## config.mk

```make
export PLATFORM = sky130hd
export DESIGN_NAME = charge_plug_signal_debouncer_flat
export DESIGN_NICKNAME = d
export VERILOG_FILES = /design/src/design/cpsd_pkg.sv /design/src/design/cpsd_in_if.sv /design/src/design/cpsd_out_if.sv /design/src/design/cpsd_cnt_pair.sv /design/src/design/charge_plug_signal_debouncer.sv /design/src/flat_wrapper.sv
export SDC_FILE = /design/constraint.sdc
export NUM_CORES = 1
export LEC_CHECK = 0
export ABC_AREA = 1
export BUFFER_PORTS_ARGS = -buffer_cell sky130_fd_sc_hd__buf_4
export CAP_MARGIN = 20
export CELL_PAD_IN_SITES_DETAIL_PLACEMENT = 1
export CELL_PAD_IN_SITES_GLOBAL_PLACEMENT = 1
export CORE_UTILIZATION = 49
export DETAILED_ROUTE_END_ITERATION = 10
export GPL_TIMING_DRIVEN = 0
export PLACE_DENSITY_LB_ADDON = 0.2
export REMOVE_ABC_BUFFERS = 1
export SLEW_MARGIN = 20
export SYNTH_ARGS = -nofsm -noshare
export SYNTH_HDL_FRONTEND = slang
export SYNTH_SLANG_ARGS = --single-unit
export TNS_END_PERCENT = 30
```

## constraint.sdc

```tcl
create_clock -name i_clk -period 6.2 [get_ports i_clk]
set_clock_uncertainty 0.15 [all_clocks]
set_input_delay 0.31 -clock i_clk [delete_from_list [all_inputs] [get_ports i_clk]]
set_output_delay 0.31 -clock i_clk [all_outputs]
set_load 0.02 [all_outputs]
```

## src/design/cpsd_pkg.sv

```systemverilog
// shared types and constants for the charge plug signal debouncer
package cpsd_pkg;

    // widths fixed by the beat fields and registers
    localparam int unsigned VOLT_W  = 12;
    localparam int unsigned MODE_W  = 2;
    localparam int unsigned LIMIT_W = 8;
    localparam int unsigned FLAG_W  = 8;
    localparam int unsigned CFG_W   = 12;

    // register reset values
    localparam logic [VOLT_W-1:0]  CC2_LOW_RST  = 12'd0;
    localparam logic [VOLT_W-1:0]  CC2_HIGH_RST = 12'd4095;
    localparam logic [MODE_W-1:0]  MODE_RST     = 2'd3;
    localparam logic [LIMIT_W-1:0] LIMIT_RST    = 8'd100;

    // work mode codes
    localparam logic [MODE_W-1:0] MODE_DISCHARGE = 2'd0;
    localparam logic [MODE_W-1:0] MODE_SLOW_CHG  = 2'd1;
    localparam logic [MODE_W-1:0] MODE_FAST_CHG  = 2'd2;
    localparam logic [MODE_W-1:0] MODE_NONE      = 2'd3;

    // status flag bit positions
    localparam int unsigned F_DC       = 0;
    localparam int unsigned F_AC       = 1;
    localparam int unsigned F_KEY      = 2;
    localparam int unsigned F_CHGERR   = 3;
    localparam int unsigned F_RELAY    = 4;
    localparam int unsigned F_FASTEND  = 5;
    localparam int unsigned F_CONNFLT  = 6;
    localparam int unsigned F_CHARGING = 7;

    // configuration register index
    typedef enum logic [1:0] {
        CFG_CC2_LOW,
        CFG_CC2_HIGH,
        CFG_WORK_MODE,
        CFG_DEBOUNCE
    } t_cfg_idx;

    // input beat
    typedef struct packed {
        logic              boot_mode;
        logic              dc_gun_present;
        logic [VOLT_W-1:0] cc2_voltage;
        logic              ac_cc_present;
        logic              key_present;
        logic              charger_in_absent;
    } t_in_beat;

    // result beat
    typedef struct packed {
        logic dc_plug_connected;
        logic ac_plug_connected;
        logic key_on_confirmed;
        logic charger_in_error;
        logic relay_fault_poweroff;
        logic fast_charge_end;
        logic connector_fault;
        logic work_state_charging;
        logic main_power_off;
    } t_out_beat;

    // limit reached strobes from one counter pair
    typedef struct packed {
        logic on_hit;
        logic off_hit;
    } t_hits;

endpackage

```

## src/design/cpsd_in_if.sv

```systemverilog
// valid/ready channel carrying one sampled tick of connector inputs
interface cpsd_in_if;
    import cpsd_pkg::*;

    logic     valid;
    logic     ready;
    t_in_beat data;

    modport source (output valid, output data, input ready);
    modport sink   (input valid, input data, output ready);
endinterface

```

## src/design/cpsd_out_if.sv

```systemverilog
// valid/ready channel carrying one qualified flag beat
interface cpsd_out_if;
    import cpsd_pkg::*;

    logic      valid;
    logic      ready;
    t_out_beat data;

    modport source (output valid, output data, input ready);
    modport sink   (input valid, input data, output ready);
endinterface

```

## src/design/cpsd_cnt_pair.sv

```systemverilog
// on/off debounce counter pair for one connector input
module cpsd_cnt_pair
    import cpsd_pkg::*;
#(
    parameter int unsigned COUNT_WIDTH = 8
) (
    input  logic               i_clk,
    input  logic               i_rst_n,
    input  logic               i_step,
    input  logic               i_level,
    input  logic [LIMIT_W-1:0] i_limit,
    input  logic               i_clr_on,
    output t_hits              o_hits
);

    localparam int unsigned CMP_W = (COUNT_WIDTH > LIMIT_W) ? COUNT_WIDTH : LIMIT_W;

    logic [COUNT_WIDTH-1:0] r_on, r_off;
    logic [COUNT_WIDTH-1:0] n_on, n_off;
    logic [COUNT_WIDTH-1:0] on_inc, off_inc;
    logic                   on_reach, off_reach;

    // incremented counts wrap at the counter width
    assign on_inc    = r_on + 1'b1;
    assign off_inc   = r_off + 1'b1;
    assign on_reach  = CMP_W'(on_inc) >= CMP_W'(i_limit);
    assign off_reach = CMP_W'(off_inc) >= CMP_W'(i_limit);

    // hits only on a processed beat
    assign o_hits.on_hit  = i_step && i_level && on_reach;
    assign o_hits.off_hit = i_step && !i_level && off_reach;

    // next counts
    always_comb begin
        n_on  = r_on;
        n_off = r_off;
        if (i_step) begin
            if (i_level) begin
                n_off = '0;
                n_on  = (on_reach && i_clr_on) ? '0 : on_inc;
            end else begin
                n_on  = '0;
                n_off = off_reach ? '0 : off_inc;
            end
        end
    end

    always_ff @(posedge i_clk) begin
        if (!i_rst_n) begin
            r_on  <= '0;
            r_off <= '0;
        end else begin
            r_on  <= n_on;
            r_off <= n_off;
        end
    end

endmodule

```

## src/design/charge_plug_signal_debouncer.sv

```systemverilog
// top level of the charge plug signal debouncer
// Qualifies one 5 ms tick sample of the DC gun, AC CC, key and charger-in
// inputs per beat through on/off counter pairs and sticky status flags, and
// returns one flag beat per input beat. A beat is captured in an input
// register, processed against the counters combinationally and placed in the
// result register, so one beat is taken every cycle while o_out.ready is high;
// the result then waits in the result register until o_out.ready takes it.
// The result register lets the next beat enter while a result waits.
// Configuration is written through a plain write port; the user writes it only while the block is idle, unenforced.
module charge_plug_signal_debouncer
    import cpsd_pkg::*;
#(
    parameter int unsigned COUNT_WIDTH = 8
) (
    input  logic             i_clk,
    input  logic             i_rst_n,
    cpsd_in_if.sink          i_in,
    cpsd_out_if.source       o_out,
    input  logic             i_cfg_we,
    input  logic [1:0]       i_cfg_idx,
    input  logic [CFG_W-1:0] i_cfg_wdata
);

    logic               r_in_valid;
    t_in_beat           r_in;
    logic               r_out_valid;
    t_out_beat          r_out;
    logic [FLAG_W-1:0]  r_flags;
    logic [FLAG_W-1:0]  n_flags;
    logic [VOLT_W-1:0]  r_cc2_low, r_cc2_high;
    logic [MODE_W-1:0]  r_mode;
    logic [LIMIT_W-1:0] r_limit;
    logic               advance;
    logic               win_ok;
    logic               en_dc, en_ac, en_key, en_chg;
    t_hits              dc_hits, ac_hits, key_hits, chg_hits;

    // pipeline handshake
    assign advance     = r_in_valid && (!r_out_valid || o_out.ready);
    assign i_in.ready  = !r_in_valid || advance;
    assign o_out.valid = r_out_valid;
    assign o_out.data  = r_out;

    // configuration registers
    always_ff @(posedge i_clk) begin
        if (!i_rst_n) begin
            r_cc2_low  <= CC2_LOW_RST;
            r_cc2_high <= CC2_HIGH_RST;
            r_mode     <= MODE_RST;
            r_limit    <= LIMIT_RST;
        end else if (i_cfg_we) begin
            unique case (t_cfg_idx'(i_cfg_idx))
                CFG_CC2_LOW:   r_cc2_low  <= i_cfg_wdata[VOLT_W-1:0];
                CFG_CC2_HIGH:  r_cc2_high <= i_cfg_wdata[VOLT_W-1:0];
                CFG_WORK_MODE: r_mode     <= i_cfg_wdata[MODE_W-1:0];
                CFG_DEBOUNCE:  r_limit    <= i_cfg_wdata[LIMIT_W-1:0];
                default:       r_limit    <= r_limit;
            endcase
        end
    end

    // input register
    always_ff @(posedge i_clk) begin
        if (!i_rst_n) begin
            r_in_valid <= 1'b0;
        end else if (i_in.ready) begin
            r_in_valid <= i_in.valid;
        end
    end

    always_ff @(posedge i_clk) begin
        if (i_in.valid && i_in.ready) begin
            r_in <= i_in.data;
        end
    end

    // counter gating: ac only without dc gun, key only without ac cc too
    assign en_dc  = advance && !r_in.boot_mode;
    assign en_ac  = en_dc && !r_in.dc_gun_present;
    assign en_key = en_ac && !r_in.ac_cc_present;
    assign en_chg = en_dc;

    // cc2 window check
    assign win_ok = (r_in.cc2_voltage <= r_cc2_high) && (r_in.cc2_voltage >= r_cc2_low);

    cpsd_cnt_pair #(.COUNT_WIDTH(COUNT_WIDTH)) u_dc_cnt (
        .i_clk   (i_clk),
        .i_rst_n (i_rst_n),
        .i_step  (en_dc),
        .i_level (r_in.dc_gun_present),
        .i_limit (r_limit),
        .i_clr_on(win_ok),
        .o_hits  (dc_hits)
    );

    cpsd_cnt_pair #(.COUNT_WIDTH(COUNT_WIDTH)) u_ac_cnt (
        .i_clk   (i_clk),
        .i_rst_n (i_rst_n),
        .i_step  (en_ac),
        .i_level (r_in.ac_cc_present),
        .i_limit (r_limit),
        .i_clr_on(1'b1),
        .o_hits  (ac_hits)
    );

    cpsd_cnt_pair #(.COUNT_WIDTH(COUNT_WIDTH)) u_key_cnt (
        .i_clk   (i_clk),
        .i_rst_n (i_rst_n),
        .i_step  (en_key),
        .i_level (r_in.key_present),
        .i_limit (r_limit),
        .i_clr_on(1'b1),
        .o_hits  (key_hits)
    );

    // charger-in counts presence as the on side
    cpsd_cnt_pair #(.COUNT_WIDTH(COUNT_WIDTH)) u_chg_cnt (
        .i_clk   (i_clk),
        .i_rst_n (i_rst_n),
        .i_step  (en_chg),
        .i_level (!r_in.charger_in_absent),
        .i_limit (r_limit),
        .i_clr_on(1'b1),
        .o_hits  (chg_hits)
    );

    // sticky flag update
    always_comb begin
        n_flags = r_flags;
        if (dc_hits.on_hit) begin
            if (win_ok) begin
                n_flags[F_DC]       = 1'b1;
                n_flags[F_CHARGING] = 1'b1;
            end else if (r_mode == MODE_DISCHARGE) begin
                n_flags[F_RELAY] = 1'b1;
                n_flags[F_DC]    = 1'b0;
            end else begin
                n_flags[F_FASTEND] = 1'b1;
                n_flags[F_CONNFLT] = 1'b1;
            end
        end
        if (dc_hits.off_hit) begin
            n_flags[F_DC] = 1'b0;
            if (r_mode == MODE_FAST_CHG) begin
                n_flags[F_FASTEND] = 1'b1;
                n_flags[F_CONNFLT] = 1'b1;
            end
        end
        if (ac_hits.on_hit) begin
            n_flags[F_AC] = 1'b1;
        end
        if (ac_hits.off_hit) begin
            n_flags[F_AC] = 1'b0;
        end
        if (key_hits.on_hit) begin
            n_flags[F_KEY] = 1'b1;
        end
        if (key_hits.off_hit) begin
            n_flags[F_KEY] = 1'b0;
        end
        if (chg_hits.off_hit) begin
            n_flags[F_CHGERR] = 1'b1;
        end
        if (chg_hits.on_hit) begin
            n_flags[F_CHGERR] = 1'b0;
        end
    end

    always_ff @(posedge i_clk) begin
        if (!i_rst_n) begin
            r_flags <= '0;
        end else begin
            r_flags <= n_flags;
        end
    end

    // result register
    always_ff @(posedge i_clk) begin
        if (!i_rst_n) begin
            r_out_valid <= 1'b0;
        end else if (advance) begin
            r_out_valid <= 1'b1;
        end else if (o_out.ready) begin
            r_out_valid <= 1'b0;
        end
    end

    always_ff @(posedge i_clk) begin
        if (advance) begin
            r_out.dc_plug_connected    <= n_flags[F_DC];
            r_out.ac_plug_connected    <= n_flags[F_AC];
            r_out.key_on_confirmed     <= n_flags[F_KEY];
            r_out.charger_in_error     <= n_flags[F_CHGERR];
            r_out.relay_fault_poweroff <= n_flags[F_RELAY];
            r_out.fast_charge_end      <= n_flags[F_FASTEND];
            r_out.connector_fault      <= n_flags[F_CONNFLT];
            r_out.work_state_charging  <= n_flags[F_CHARGING];
            r_out.main_power_off       <= r_in.boot_mode;
        end
    end

    // boot beats leave the flags untouched
    a_boot_hold: assert property (@(posedge i_clk) disable iff (!i_rst_n)
        advance && r_in.boot_mode |=> r_flags == $past(r_flags))
        else $error("flags changed on a boot mode beat");

    // every processed beat yields a pending result
    a_result_valid: assert property (@(posedge i_clk) disable iff (!i_rst_n)
        advance |=> r_out_valid)
        else $error("processed beat produced no result");

    // result beat mirrors the flag state it was built from
    a_result_flags: assert property (@(posedge i_clk) disable iff (!i_rst_n)
        advance |=> (r_out.dc_plug_connected == r_flags[F_DC])
            && (r_out.connector_fault == r_flags[F_CONNFLT])
            && (r_out.work_state_charging == r_flags[F_CHARGING]))
        else $error("result beat disagrees with flag state");

    // a stalled input register never drops its beat
    a_in_hold: assert property (@(posedge i_clk) disable iff (!i_rst_n)
        r_in_valid && !advance |=> r_in_valid && $stable(r_in))
        else $error("input beat lost while stalled");

endmodule
```

## src/flat_wrapper.sv

```systemverilog
// flat-port wrapper written by rule: the top's interface ports become plain ports
module charge_plug_signal_debouncer_flat import cpsd_pkg::*;
#(
    parameter int unsigned COUNT_WIDTH = 8
)
  (i_clk, i_rst_n, i_cfg_we, i_cfg_idx, i_cfg_wdata, i_in_valid, i_in_data, i_in_ready, o_out_valid, o_out_data, o_out_ready);
  cpsd_in_if i_in_i ();
  cpsd_out_if o_out_i ();
  input  logic i_clk;
  input  logic i_rst_n;
  input  logic i_cfg_we;
  input  logic [1:0] i_cfg_idx;
  input  logic [CFG_W-1:0] i_cfg_wdata;
  input wire logic [$bits(i_in_i.valid)-1:0] i_in_valid;
  input wire logic [$bits(i_in_i.data)-1:0] i_in_data;
  output wire logic [$bits(i_in_i.ready)-1:0] i_in_ready;
  output wire logic [$bits(o_out_i.valid)-1:0] o_out_valid;
  output wire logic [$bits(o_out_i.data)-1:0] o_out_data;
  input wire logic [$bits(o_out_i.ready)-1:0] o_out_ready;
  assign i_in_i.valid = i_in_valid;
  assign i_in_i.data = i_in_data;
  assign i_in_ready = i_in_i.ready;
  assign o_out_valid = o_out_i.valid;
  assign o_out_data = o_out_i.data;
  assign o_out_i.ready = o_out_ready;
  charge_plug_signal_debouncer #(.COUNT_WIDTH(COUNT_WIDTH)) u_core (.i_clk(i_clk), .i_rst_n(i_rst_n), .i_in(i_in_i), .o_out(o_out_i), .i_cfg_we(i_cfg_we), .i_cfg_idx(i_cfg_idx), .i_cfg_wdata(i_cfg_wdata));
endmodule
```

==> results of run 1 <==
[cell type report]
type	count	area, µm²	share of cell area
timing repair buffer	75	631	0.0680
clock buffer	22	497	0.0536
clock inverter	10	67.6	0.00729
multi-input combinational	713	4290	0.463
sequential	134	2940	0.318
tap	211	264	0.0285
inverter	152	573	0.0618
[logic make-up (layout without fill, tap and decap cells)]
kind of cell | after synthesis | in the layout | synth area share
AO/OA/AOI/OAI | 175 | 175 | 0.122
XOR/XNOR | 44 | 44 | 0.0489
adder cells (fa/ha/maj) | 96 | 96 | 0.152
buffers and inverters | 172 | 259 | 0.0823
flip-flops | 134 | 134 | 0.374
AND/OR/NAND/NOR | 398 | 398 | 0.221
[stage by stage]
step                instances  setup WS (ns)  hold WS [ns]  area (µm²)
floorplan                 999           3.75         0.258        7800
global placement         1256           3.26         0.287        8410
detailed placement       1258           3.19         0.304        8430
CTS                      1317           3.16       0.00324        9270
global route             1317           2.86        0.0341        9270
finish                   1317           3.21        0.0179        9270
[metal layers]
layer,share of wire,vias to the layer above,global-route usage
li1,-,3493,-
met1,0.43,3503,0.350
met2,0.51,159,0.569
met3,0.032,65,0.0457
met4,0.029,0,0.134
met5,0,-,0
[registers in the layout, indices dropped and copies added (netlist names), 9 cells and up]
name	count
u_core.r_cc2_high	12
u_core.r_cc2_low	12
u_core.o_out.data	9
u_core.r_in	17
[worst min-delay path by stage]
stage,from,endpoint,cells past startpoint
finish,i_cfg_wdata[1],u_core.r_cc2_high[1],3
global route,i_in_valid,u_core.r_in_valid,3
CTS,i_cfg_wdata[1],u_core.r_mode[1],3
detailed placement,u_core.r_cc2_low[7],u_core.r_cc2_low[7],2
global placement,u_core.r_flags[7],u_core.r_flags[7],2
floorplan,i_rst_n,u_core.r_flags[5],2
[power groups by stage]
stage	registers (mW)	logic, mW	clock network [mW]
after detailed placement	0.942	0.165	0
after global routing	0.927	0.214	1.02
after floorplan	0.942	0.0947	0
after global placement	0.941	0.157	0
final	0.925	0.196	0.979
after CTS	0.924	0.183	0.982
[cell usage in the layout, fill, tap and decap left out, drive strengths merged]
master / Yosys / routed
a21o: 2 / 2
a21oi: 108 / 108
a41oi: 1 / 1
and2: 2 / 2
and3: 1 / 1
buf: 2 / 48
clkbuf: 18 / 22
clkinv: 1 / 8
dfxtp: 108 / 108
dlygate4sd3: 0 / 27
edfxtp: 26 / 26
ha: 96 / 96
inv: 151 / 154
nand2: 228 / 228
nand3: 48 / 48
nand3b: 6 / 6
nand4: 20 / 20
nor2: 78 / 78
nor3: 11 / 11
nor3b: 1 / 1
o211ai: 14 / 14
o21a: 13 / 13
o21ai: 35 / 35
o21ba: 2 / 2
or2: 3 / 3
xnor2: 8 / 8
xor2: 36 / 36
[what timing repair did]
action | 4_1_cts | 5_1_grt
setup endpoints to repair | 0 | 0
hold buffers | 27 | 0
hold endpoints to repair | 29 | 0
[worst max-delay path, stage by stage (launching register included)]
cell and delay, ns:
dfxtp_1 0.39, ha_1 0.21, nand3_1 0.14, nor3b_1 0.26, xor2_1 0.24, ha_1 0.26
nand2_1 0.08, nor2_1 0.05, nor3_1 0.17, nand2_1 0.08, a21oi_1 0.56, nand3_1 0.15
a21oi_1 0.17
==> impl_metrics.toml, run 1 <==
[setup_path]
crit_end = "u_core.u_key_cnt.r_off[3]"
r2r_setup_slack_ns = 3.21
r2r_start = "u_core.u_key_cnt.r_off[0]"
r2r_end = "u_core.u_key_cnt.r_off[3]"
cp-end-kind = "register"
rr_worst_depth = 12
criticalPathCategory = "register to register"
startpoint_type = "register"
cp_max_fo = 9
startpoint = "u_core.u_key_cnt.r_off[0]"
cp.required_ns = 6.39
arrival_ns = 3.18

[power]
pwr-share-clk = 0.466
powerDensity_mw_per_mm2 = 227
power_frac_comb = 0.093
p_sw_frac = 0.260
total_leakage_power_nw = 4.44
switchingPower_mw = 0.546
p_int_mw = 1.55
vdd_drop_max_v = 0.000194
p_total_mw = 2.10
seqPwrFrac = 0.441

[global_route]
antenna_found_initial = 0
grt_max_degree = 71
grt_pass1_vias = 7805
grt-ovfl-total = 0
grt_usage = 0.308
grt_pass1_wl_um = 39100

[logic_synthesis]
synth_edf_count = 26
ys_seq_elements = 134
synth_cell_types = 33
ys.flop_type = "dfxtp_1"
synth.area.top_cells = "dfxtp_1 (27%), ha_1 (15%), nand2_1 (11%)"
synthTopCellsByCount = "nand2_1 (225), inv_1 (146), a21oi_1 (108), dfxtp_1 (108), ha_1 (96)"
ys_seq_area_frac = 0.374
synthArstFlopShare = 0
yosysMostFrequentCell = "nand2_1"
syn_area_per_cell_um2 = 7.73
synth_top_area_cell = "dfxtp_1"
postSynthCellCount = 1019
syn-cell-area_mm2 = 0.00788
yosys_warnings = 0
synth_top_cell_area_share = 0.274

[die]
initial_utilization = 0.511
die_y_um = 129
coreArea_mm2 = 0.0154
ios = 47
num_rows = 45
die_area_mm2 = 0.0166
die_w_um = 129

[place]
gpl.final_weighted_congestion = 0.754
io_buffers = 46
dpl.hpwl_um = 13800

[clocking]
insertion_delay_ns = 0.43
cts-root-buf = "clkbuf_16"
cts_made_buffers = 17
clk_pin_slew_ns = 0.06
post_cts_buffers = 0
cts_tree = "yes"
cts.sinks = 134
htreeDepth = 4
max-clock-path-buffers = 2
post_cts_resized = 0

[sta]
hold_viol = 0
setup_viol = 0
maxSlewViolCount = 0
min_period_over_period = 0.482
relSlewSlack = 0.334
tightest_slew_ns = 0.991
fmax_mhz = 335
fin_setup_tns_ns = 0
rsz0062_at_grt = "no"
fin_crit_ns = 2.99

[detailed_routing]
ant_nets = 0
detail_route.first_pass.iterations = 4
drc_errors = 0
drt_first_iter_violations = 310
drt-vias-per-instance = 5.48
vias = 7220
finalWirelength_um = 24000
wl_per_cell_um = 18.2

[finish]
fillCellCount = 1956
area_growth_pct = 17.6
diodes = 0
drive_gt1_frac = 0.0904
num-nets-final = 1225
finish.utilization = 0.601

[min_path]
hold_path_class = "input pin to register"

[run_status]
status = "complete, no violations"

[run]
cap_violations = 0
No activity file was read; power rests on OpenSTA's default activity.
==> run 2, diff against run 1 <==
--- a/config.mk
+++ b/config.mk
@@ -5,12 +5,12 @@
 export SDC_FILE = /design/constraint.sdc
 export NUM_CORES = 1
 export LEC_CHECK = 0
-export ABC_AREA = 1
+export ABC_AREA = 0
 export BUFFER_PORTS_ARGS = -buffer_cell sky130_fd_sc_hd__buf_4
 export CAP_MARGIN = 20
 export CELL_PAD_IN_SITES_DETAIL_PLACEMENT = 1
 export CELL_PAD_IN_SITES_GLOBAL_PLACEMENT = 1
-export CORE_UTILIZATION = 49
+export CORE_UTILIZATION = 47
 export DETAILED_ROUTE_END_ITERATION = 10
 export GPL_TIMING_DRIVEN = 0
 export PLACE_DENSITY_LB_ADDON = 0.2
==> constraint.sdc (replaced) <==
create_clock -name i_clk -period 3 [get_ports i_clk]
set_clock_uncertainty 0.15 [all_clocks]
set_input_delay 0.15 -clock i_clk [delete_from_list [all_inputs] [get_ports i_clk]]
set_output_delay 0.15 -clock i_clk [all_outputs]
set_load 0.02 [all_outputs]
==> run 2 against run 1 <==
Worst hold slack better by 0.28 ns. Sequential share of layout area is 0.38 points lower. Critical endpoint is now u_core.o_out.data[6]. Count of clock-buffer cells in the layout stayed put. Die area is 1.9% higher. Worst setup slack worse by 3.1 ns. Highest routed layer unchanged. Clock power is 110% higher. Via count is 4.5% lower. Synthesized cell count is 15% lower. Area after synthesis is 2.2% lower. Sequential power is 110% higher. Largest cell class unchanged.
==> impl_metrics.toml, run 2 <==
[setup_path]
arrival_ns = 3.02
cp_max_fo = 6
r2r_setup_slack_ns = 0.09
criticalPathCategory = "register to register"
cp-end-kind = "register"
slowest_delay_ns = 0.37
r2r_start = "u_core.u_key_cnt.r_off[1]"
crit_slowest_cell = "dfxtp_1"
cp.required_ns = 3.11
startpoint_type = "register"
rr_worst_depth = 11
r2r_end = "u_core.o_out.data[6]"
path_cells = "ha_2 > nand3_1 > xnor2_2 > ha_1 > and2_1 > o21ai_0 > o21ai_0 > o41ai_4 > buf_4 > nor3_1 > nor3_1"

[power]
total_leakage_power_nw = 4.13
pwr-share-clk = 0.472
vdd_drop_max_v = 0.000380
seqPwrFrac = 0.439
p_int_mw = 3.30
p_sw_frac = 0.242
power_frac_comb = 0.090
switchingPower_mw = 1.05
powerDensity_mw_per_mm2 = 461

[logic_synthesis]
synth.area.top_cells = "dfxtp_1 (28%), ha_1 (16%), edfxtp_1 (10%)"
ys_seq_elements = 134
synth_top_cell_area_share = 0.281
syn_area_per_cell_um2 = 8.91
synth_top_area_cell = "dfxtp_1"
synthTopCellsByCount = "dfxtp_1 (108), ha_1 (96), nor2_1 (88), nand2_1 (87), a21oi_1 (60)"
syn-cell-area_mm2 = 0.00771
ys.flop_type = "dfxtp_1"
yosys_warnings = 0
synth_cell_types = 64
synth_edf_count = 26
postSynthCellCount = 865
yosysMostFrequentCell = "dfxtp_1"
ys_seq_area_frac = 0.382
synthArstFlopShare = 0

[clocking]
cts_tree = "yes"
cts-root-buf = "clkbuf_16"
cts.sinks = 134
clk_pin_slew_ns = 0.06
htreeDepth = 4
max-clock-path-buffers = 2
cts_made_buffers = 17
insertion_delay_ns = 0.42

[finish]
layout_commonest_cell = "dfxtp_1"
largestRegisters = "u_core.r_in (17), u_core.r_cc2_high (12), u_core.r_cc2_low (12)"
finish.utilization = 0.592
largest_reg_flops = 17
diodes = 0
area_growth_pct = 22.5
num-nets-final = 1075
layout_common_cells = "dfxtp_1 (97), ha_1 (92), nand2_1 (87)"
regMostFlops = "u_core.r_in"
drive_gt1_frac = 0.138
instances_no_fill = 1172

[detailed_routing]
wl_per_cell_um = 19.7
finalWirelength_um = 23100
drt-vias-per-instance = 5.88
drc_errors = 0
detail_route.first_pass.iterations = 5
vias = 6896
drt_first_iter_violations = 343
ant_nets = 0

[sta]
maxSlewViolCount = 0
relSlewSlack = 0.262
fin_crit_ns = 2.91
hold_viol = 0
setup_viol = 0
rsz0062_at_grt = "yes"
fmax_mhz = 343
tightest_slew_ns = 1.11
min_period_over_period = 0.971

[global_route]
grt_usage = 0.282
grt_max_degree = 53
grt_pass1_wl_um = 36600
grt-ovfl-total = 0
grt_busiest_layer = "met2"
grt_pass1_vias = 7423
grt_use_met2 = 0.523
grtUsageMet1 = 0.321
antenna_found_initial = 0
met3_usage = 0.0484

[place]
place_inst = 1100
io_buffers = 46
gpl.final_weighted_congestion = 0.798
dpl.hpwl_um = 14400

[die]
coreArea_mm2 = 0.0159
die_y_um = 130
die_w_um = 130
initial_utilization = 0.483
num_rows = 46
die_area_mm2 = 0.0169
ios = 47

[min_path]
hold_start = "i_in_data[9]"
whs_endpoint = "u_core.r_in[9]"
holdPathStages = 2
hold_path_class = "input pin to register"

[run_status]
status = "complete, no violations"

[run]
cap_violations = 0
[run 2: changes by cell type after synthesis, moves of 11 or more]
cell / before / now
nor2_1: 70 / 88
and3_1: 1 / 13
xnor2_1: 8 / 23
xor2_1: 36 / 25
a22oi_1: 0 / 15
nand2_1: 225 / 87
inv_1: 146 / 38
a21o_1: 2 / 22
a21oi_1: 108 / 60
nand2b_1: 0 / 14
[run 2: final cells by class]
type,instances,area (µm²)
clock inverter,10,105
tap,216,270
timing repair buffer,90,788
inverter,38,145
multi-input combinational,662,4710
sequential,134,2960
fill,1795,6500
clock buffer,22,464
[run 2: what timing repair did]
| action | CTS | global route |
|---|---|---|
| pin swaps | 3 | 5 |
| hold endpoints to repair | 53 | 0 |
| resized for setup | 22 | 31 |
| hold buffers | 37 | 0 |
| setup buffers | 0 | 3 |
| setup endpoints to repair | 39 | 50 |
[run 2: worst max path at each step]
stage                              start                        end  slack (ns)  cells past startpoint
5_1_grt        u_core.u_chg_cnt.r_off[0]  u_core.u_chg_cnt.r_off[5]       -0.10                      9
2_1_floorplan    u_core.u_dc_cnt.r_on[2]       u_core.o_out.data[2]        0.19                     13
4_1_cts          u_core.u_dc_cnt.r_on[1]       u_core.o_out.data[3]       0.005                     12
3_5_place_dp     u_core.u_dc_cnt.r_on[2]       u_core.o_out.data[3]       -0.25                     13
6_report       u_core.u_key_cnt.r_off[1]       u_core.o_out.data[6]        0.09                     11
3_3_place_gp          u_core.o_out.valid   u_core.u_chg_cnt.r_on[1]       -0.69                      6
[run 2: kinds of logic after synthesis]
kind of cell,synth area share
AO/OA/AOI/OAI,0.164
XOR/XNOR,0.0546
adder cells (fa/ha/maj),0.156
buffers and inverters,0.0344
flip-flops,0.382
multiplexers,0.00390
AND/OR/NAND/NOR,0.205
[run 2: through the flow]
stage	hold slack, ns	power (mW)	instance area [µm²]	worst slack (ns)	setup TNS [ns]
after floorplan	0.0718	2.12	7580	0.194	0
after global placement	0.178	2.25	8200	-0.686	-14.34
after detailed placement	0.179	2.28	8260	-0.249	-3.78
after CTS	0.276	4.36	9290	0.00541	0
after global routing	0.294	4.49	9440	-0.102	-0.457
final	0.300	4.35	9440	0.0861	0
[run 2: power groups by stage]
stage / combinational, mW / clock, mW / sequential [mW]
after floorplan: 0.176 / 0 / 1.94
after global placement: 0.303 / 0 / 1.94
after detailed placement: 0.331 / 0 / 1.95
after CTS: 0.379 / 2.08 / 1.91
after global routing: 0.426 / 2.15 / 1.91
final: 0.390 / 2.05 / 1.91
[run 2: per-layer routing]
metal / up-vias / share of wire
met5: - / 0
met4: 0 / 0.021
li1: 3273 / -
met3: 38 / 0.030
met1: 3451 / 0.41
met2: 134 / 0.54
[run 2: worst max-delay path, delay by kind of cell (launching register included)]
family          cells  cell delay (ns)
flops               1             0.37
fa+ha+maj           2             0.58
simple gates        4             0.61
xor+xnor            1             0.18
buf+inv             1             0.20
compound gates      3             0.66
==> run 3, diff against run 2 <==
--- a/config.mk
+++ b/config.mk
@@ -10,7 +10,7 @@
 export CAP_MARGIN = 20
 export CELL_PAD_IN_SITES_DETAIL_PLACEMENT = 1
 export CELL_PAD_IN_SITES_GLOBAL_PLACEMENT = 1
-export CORE_UTILIZATION = 47
+export CORE_UTILIZATION = 48
 export DETAILED_ROUTE_END_ITERATION = 10
 export GPL_TIMING_DRIVEN = 0
 export PLACE_DENSITY_LB_ADDON = 0.2
@@ -18,5 +18,6 @@
 export SLEW_MARGIN = 20
 export SYNTH_ARGS = -nofsm -noshare
 export SYNTH_HDL_FRONTEND = slang
+export SYNTH_HIERARCHICAL = 1
 export SYNTH_SLANG_ARGS = --single-unit
 export TNS_END_PERCENT = 30
==> run 3 against run 2 <==
First-iteration DRC count is 10% lower. Count of clock-buffer cells in the layout shrank 5. Register-to-register slack is essentially flat. Largest power group unchanged.
==> impl_metrics.toml, run 3 <==
[power]
total_leakage_power_nw = 4.27
p_total_mw = 4.61
powerDensity_mw_per_mm2 = 472
vdd_drop_max_v = 0.000418

[sta]
hold_viol = 0
fin_ws_ns = 0.0854
min_period_over_period = 0.972
relSlewSlack = 0.297
setup_viol = 0
fin_crit_ns = 2.91
maxSlewViolCount = 0
fin_setup_tns_ns = 0
fmax_mhz = 343
rsz0062_at_grt = "yes"
tightest_slew_ns = 1.05
whs_ns = 0.0613

[setup_path]
slowest_delay_ns = 0.39
arrival_ns = 2.91
cp_common_cell = "nor2_1"
startpoint_type = "register"
cp-end-kind = "register"
path_cells = "and3_1 > nand3_1 > nor2_1 > xor2_1 > ha_1 > and3_1 > a211oi_4 > nor3b_2 > nand2_1 > nor2_1 > nor2_1 > o21ai_0"
critPathTopFamily = "simple AND/OR/NAND/NOR gates"
criticalPathCategory = "register to register"
cp.buffers_inverters = 0
cp_max_fo = 4
crit_slowest_cell = "dfxtp_1"
cp.required_ns = 3.00

[clocking]
max-clock-path-buffers = 2
cts.sinks = 134
htreeDepth = 4
cts_tree = "yes"
cts-root-buf = "clkbuf_16"
insertion_delay_ns = 0.42
clk_pin_slew_ns = 0.06
cts_made_buffers = 17

[place]
place_inst = 1134
gpl.final_weighted_congestion = 0.857
io_buffers = 46
dpl.hpwl_um = 15800
placed_area_mm2 = 0.00869
place_ws_ns = -0.199

[logic_synthesis]
yosysMostFrequentCell = "dfxtp_1"
synthTopCellsByCount = "dfxtp_1 (108), ha_1 (96), nand2_1 (72), a21oi_1 (67), inv_1 (64)"
syn_area_per_cell_um2 = 9.24
ys_seq_elements = 134
ys_seq_area_frac = 0.361
synth_top_area_cell = "dfxtp_1"
synth_top_cell_area_share = 0.265
syn-cell-area_mm2 = 0.00815
postSynthCellCount = 882
ys.flop_type = "dfxtp_1"
synth_cell_types = 55
synth_edf_count = 26
synthArstFlopShare = 0
yosys_warnings = 6
synth.area.top_cells = "dfxtp_1 (27%), ha_1 (15%), edfxtp_1 (9.6%)"

[detailed_routing]
vias = 6971
wl_per_cell_um = 19.7
drc_errors = 0
detail_route.first_pass.iterations = 4
drt_first_iter_violations = 307
finalWirelength_um = 23700
drt-vias-per-instance = 5.79
ant_nets = 0

[die]
die_w_um = 132
num_rows = 47
die_y_um = 132
ios = 47
initial_utilization = 0.492
die_area_mm2 = 0.0175
coreArea_mm2 = 0.0166

[min_path]
hold_path_class = "input pin to register"

[global_route]
antenna_found_initial = 0
grt_pass1_vias = 7750
grt_pass1_wl_um = 38400
grt-ovfl-total = 0
grt_usage = 0.277
grt_max_degree = 56

[run]
cap_violations = 0

[finish]
layout_common_cells = "dfxtp_1 (104), ha_1 (96), nand2_1 (72)"
num-nets-final = 1104
finish.utilization = 0.590
largestRegisters = "u_core/r_in (17), u_core/r_cc2_high (12), u_core/r_cc2_low (12)"
area_growth_pct = 20.0
drive_gt1_frac = 0.142
largest_reg_flops = 17
instances_no_fill = 1205
fillCellCount = 1906
layout_commonest_cell = "dfxtp_1"
diodes = 0
regMostFlops = "u_core/r_in"
stdcell_area_mm2 = 0.00978

[run_status]
status = "complete, no violations"
-- run 3: path summary, 6_finish.rpt --
| kind | start | slack (ns) | cells past startpoint | end |
|---|---|---|---|---|
| worst max register to register | u_core/u_dc_cnt/r_off[4] | 0.09 | 12 | u_core/o_out.data[2] |
| worst min register to register | u_core/r_flags[4] | 0.30 | 2 | u_core/r_flags[4] |
| worst min-delay path | i_rst_n | 0.06 | 2 | u_core/r_limit[2] |
| worst max-delay path | u_core/u_dc_cnt/r_off[4] | 0.09 | 12 | u_core/o_out.data[2] |
-- run 3: per-layer routing --
layer  vias to the layer above  track usage  share of wire  wire [µm]
met1                      3455        0.306           0.42       9940
met4                         0        0.139          0.036        863
li1                       3326            -              -          -
met5                         -            0              0          0
met3                        63       0.0473          0.026        618
met2                       127        0.508           0.52      12300
-- run 3: layout make-up --
cell class / instances / area [µm²] / area share
Sequential cell: 134 / 2950 / 0.301
Clock buffer: 17 / 425 / 0.0435
Inverter: 68 / 255 / 0.0261
Tap cell: 220 / 275 / 0.0281
Clock inverter: 15 / 210 / 0.0215
Timing Repair Buffer: 89 / 766 / 0.0783
Multi-Input combinational cell: 662 / 4900 / 0.501
-- run 3: cell families (layout without fill, tap and decap cells) --
logic type / count (synthesis) / after routing / share of synthesized area
simple gates: 321 / 321 / 0.207
compound gates: 197 / 197 / 0.185
flops: 134 / 134 / 0.361
fa+ha+maj: 96 / 96 / 0.147
buf+inv: 88 / 189 / 0.0506
xor+xnor: 44 / 44 / 0.0473
other cells: 1 / 3 / 0.000460
mux: 1 / 1 / 0.00123
-- run 3: worst register-to-register path, cell delays in order, from the launching register on --
cell and delay (ns):
dfxtp_1 0.39, and3_1 0.18, nand3_1 0.15, nor2_1 0.20, xor2_1 0.28, ha_1 0.30
and3_1 0.22, a211oi_4 0.29, nor3b_2 0.10, nand2_1 0.09, nor2_1 0.06, nor2_1 0.10
o21ai_0 0.11
-- run 3: power breakdown --
| group | switching, mW | internal (mW) | total (mW) |
|---|---|---|---|
| clock | 0.805 | 1.46 | 2.27 |
| sequential | 0.0424 | 1.88 | 1.92 |
| combinational | 0.239 | 0.184 | 0.423 |
| total | 1.09 | 3.53 | 4.61 |
-- run 3: what timing repair did --
action	CTS	global route
cloned	0	0
buffers inserted	1	2
hold buffers	36	0
pin swaps	1	2
resized for setup	6	10
hold endpoints to repair	53	0
endpoints found under the setup margin	8	21
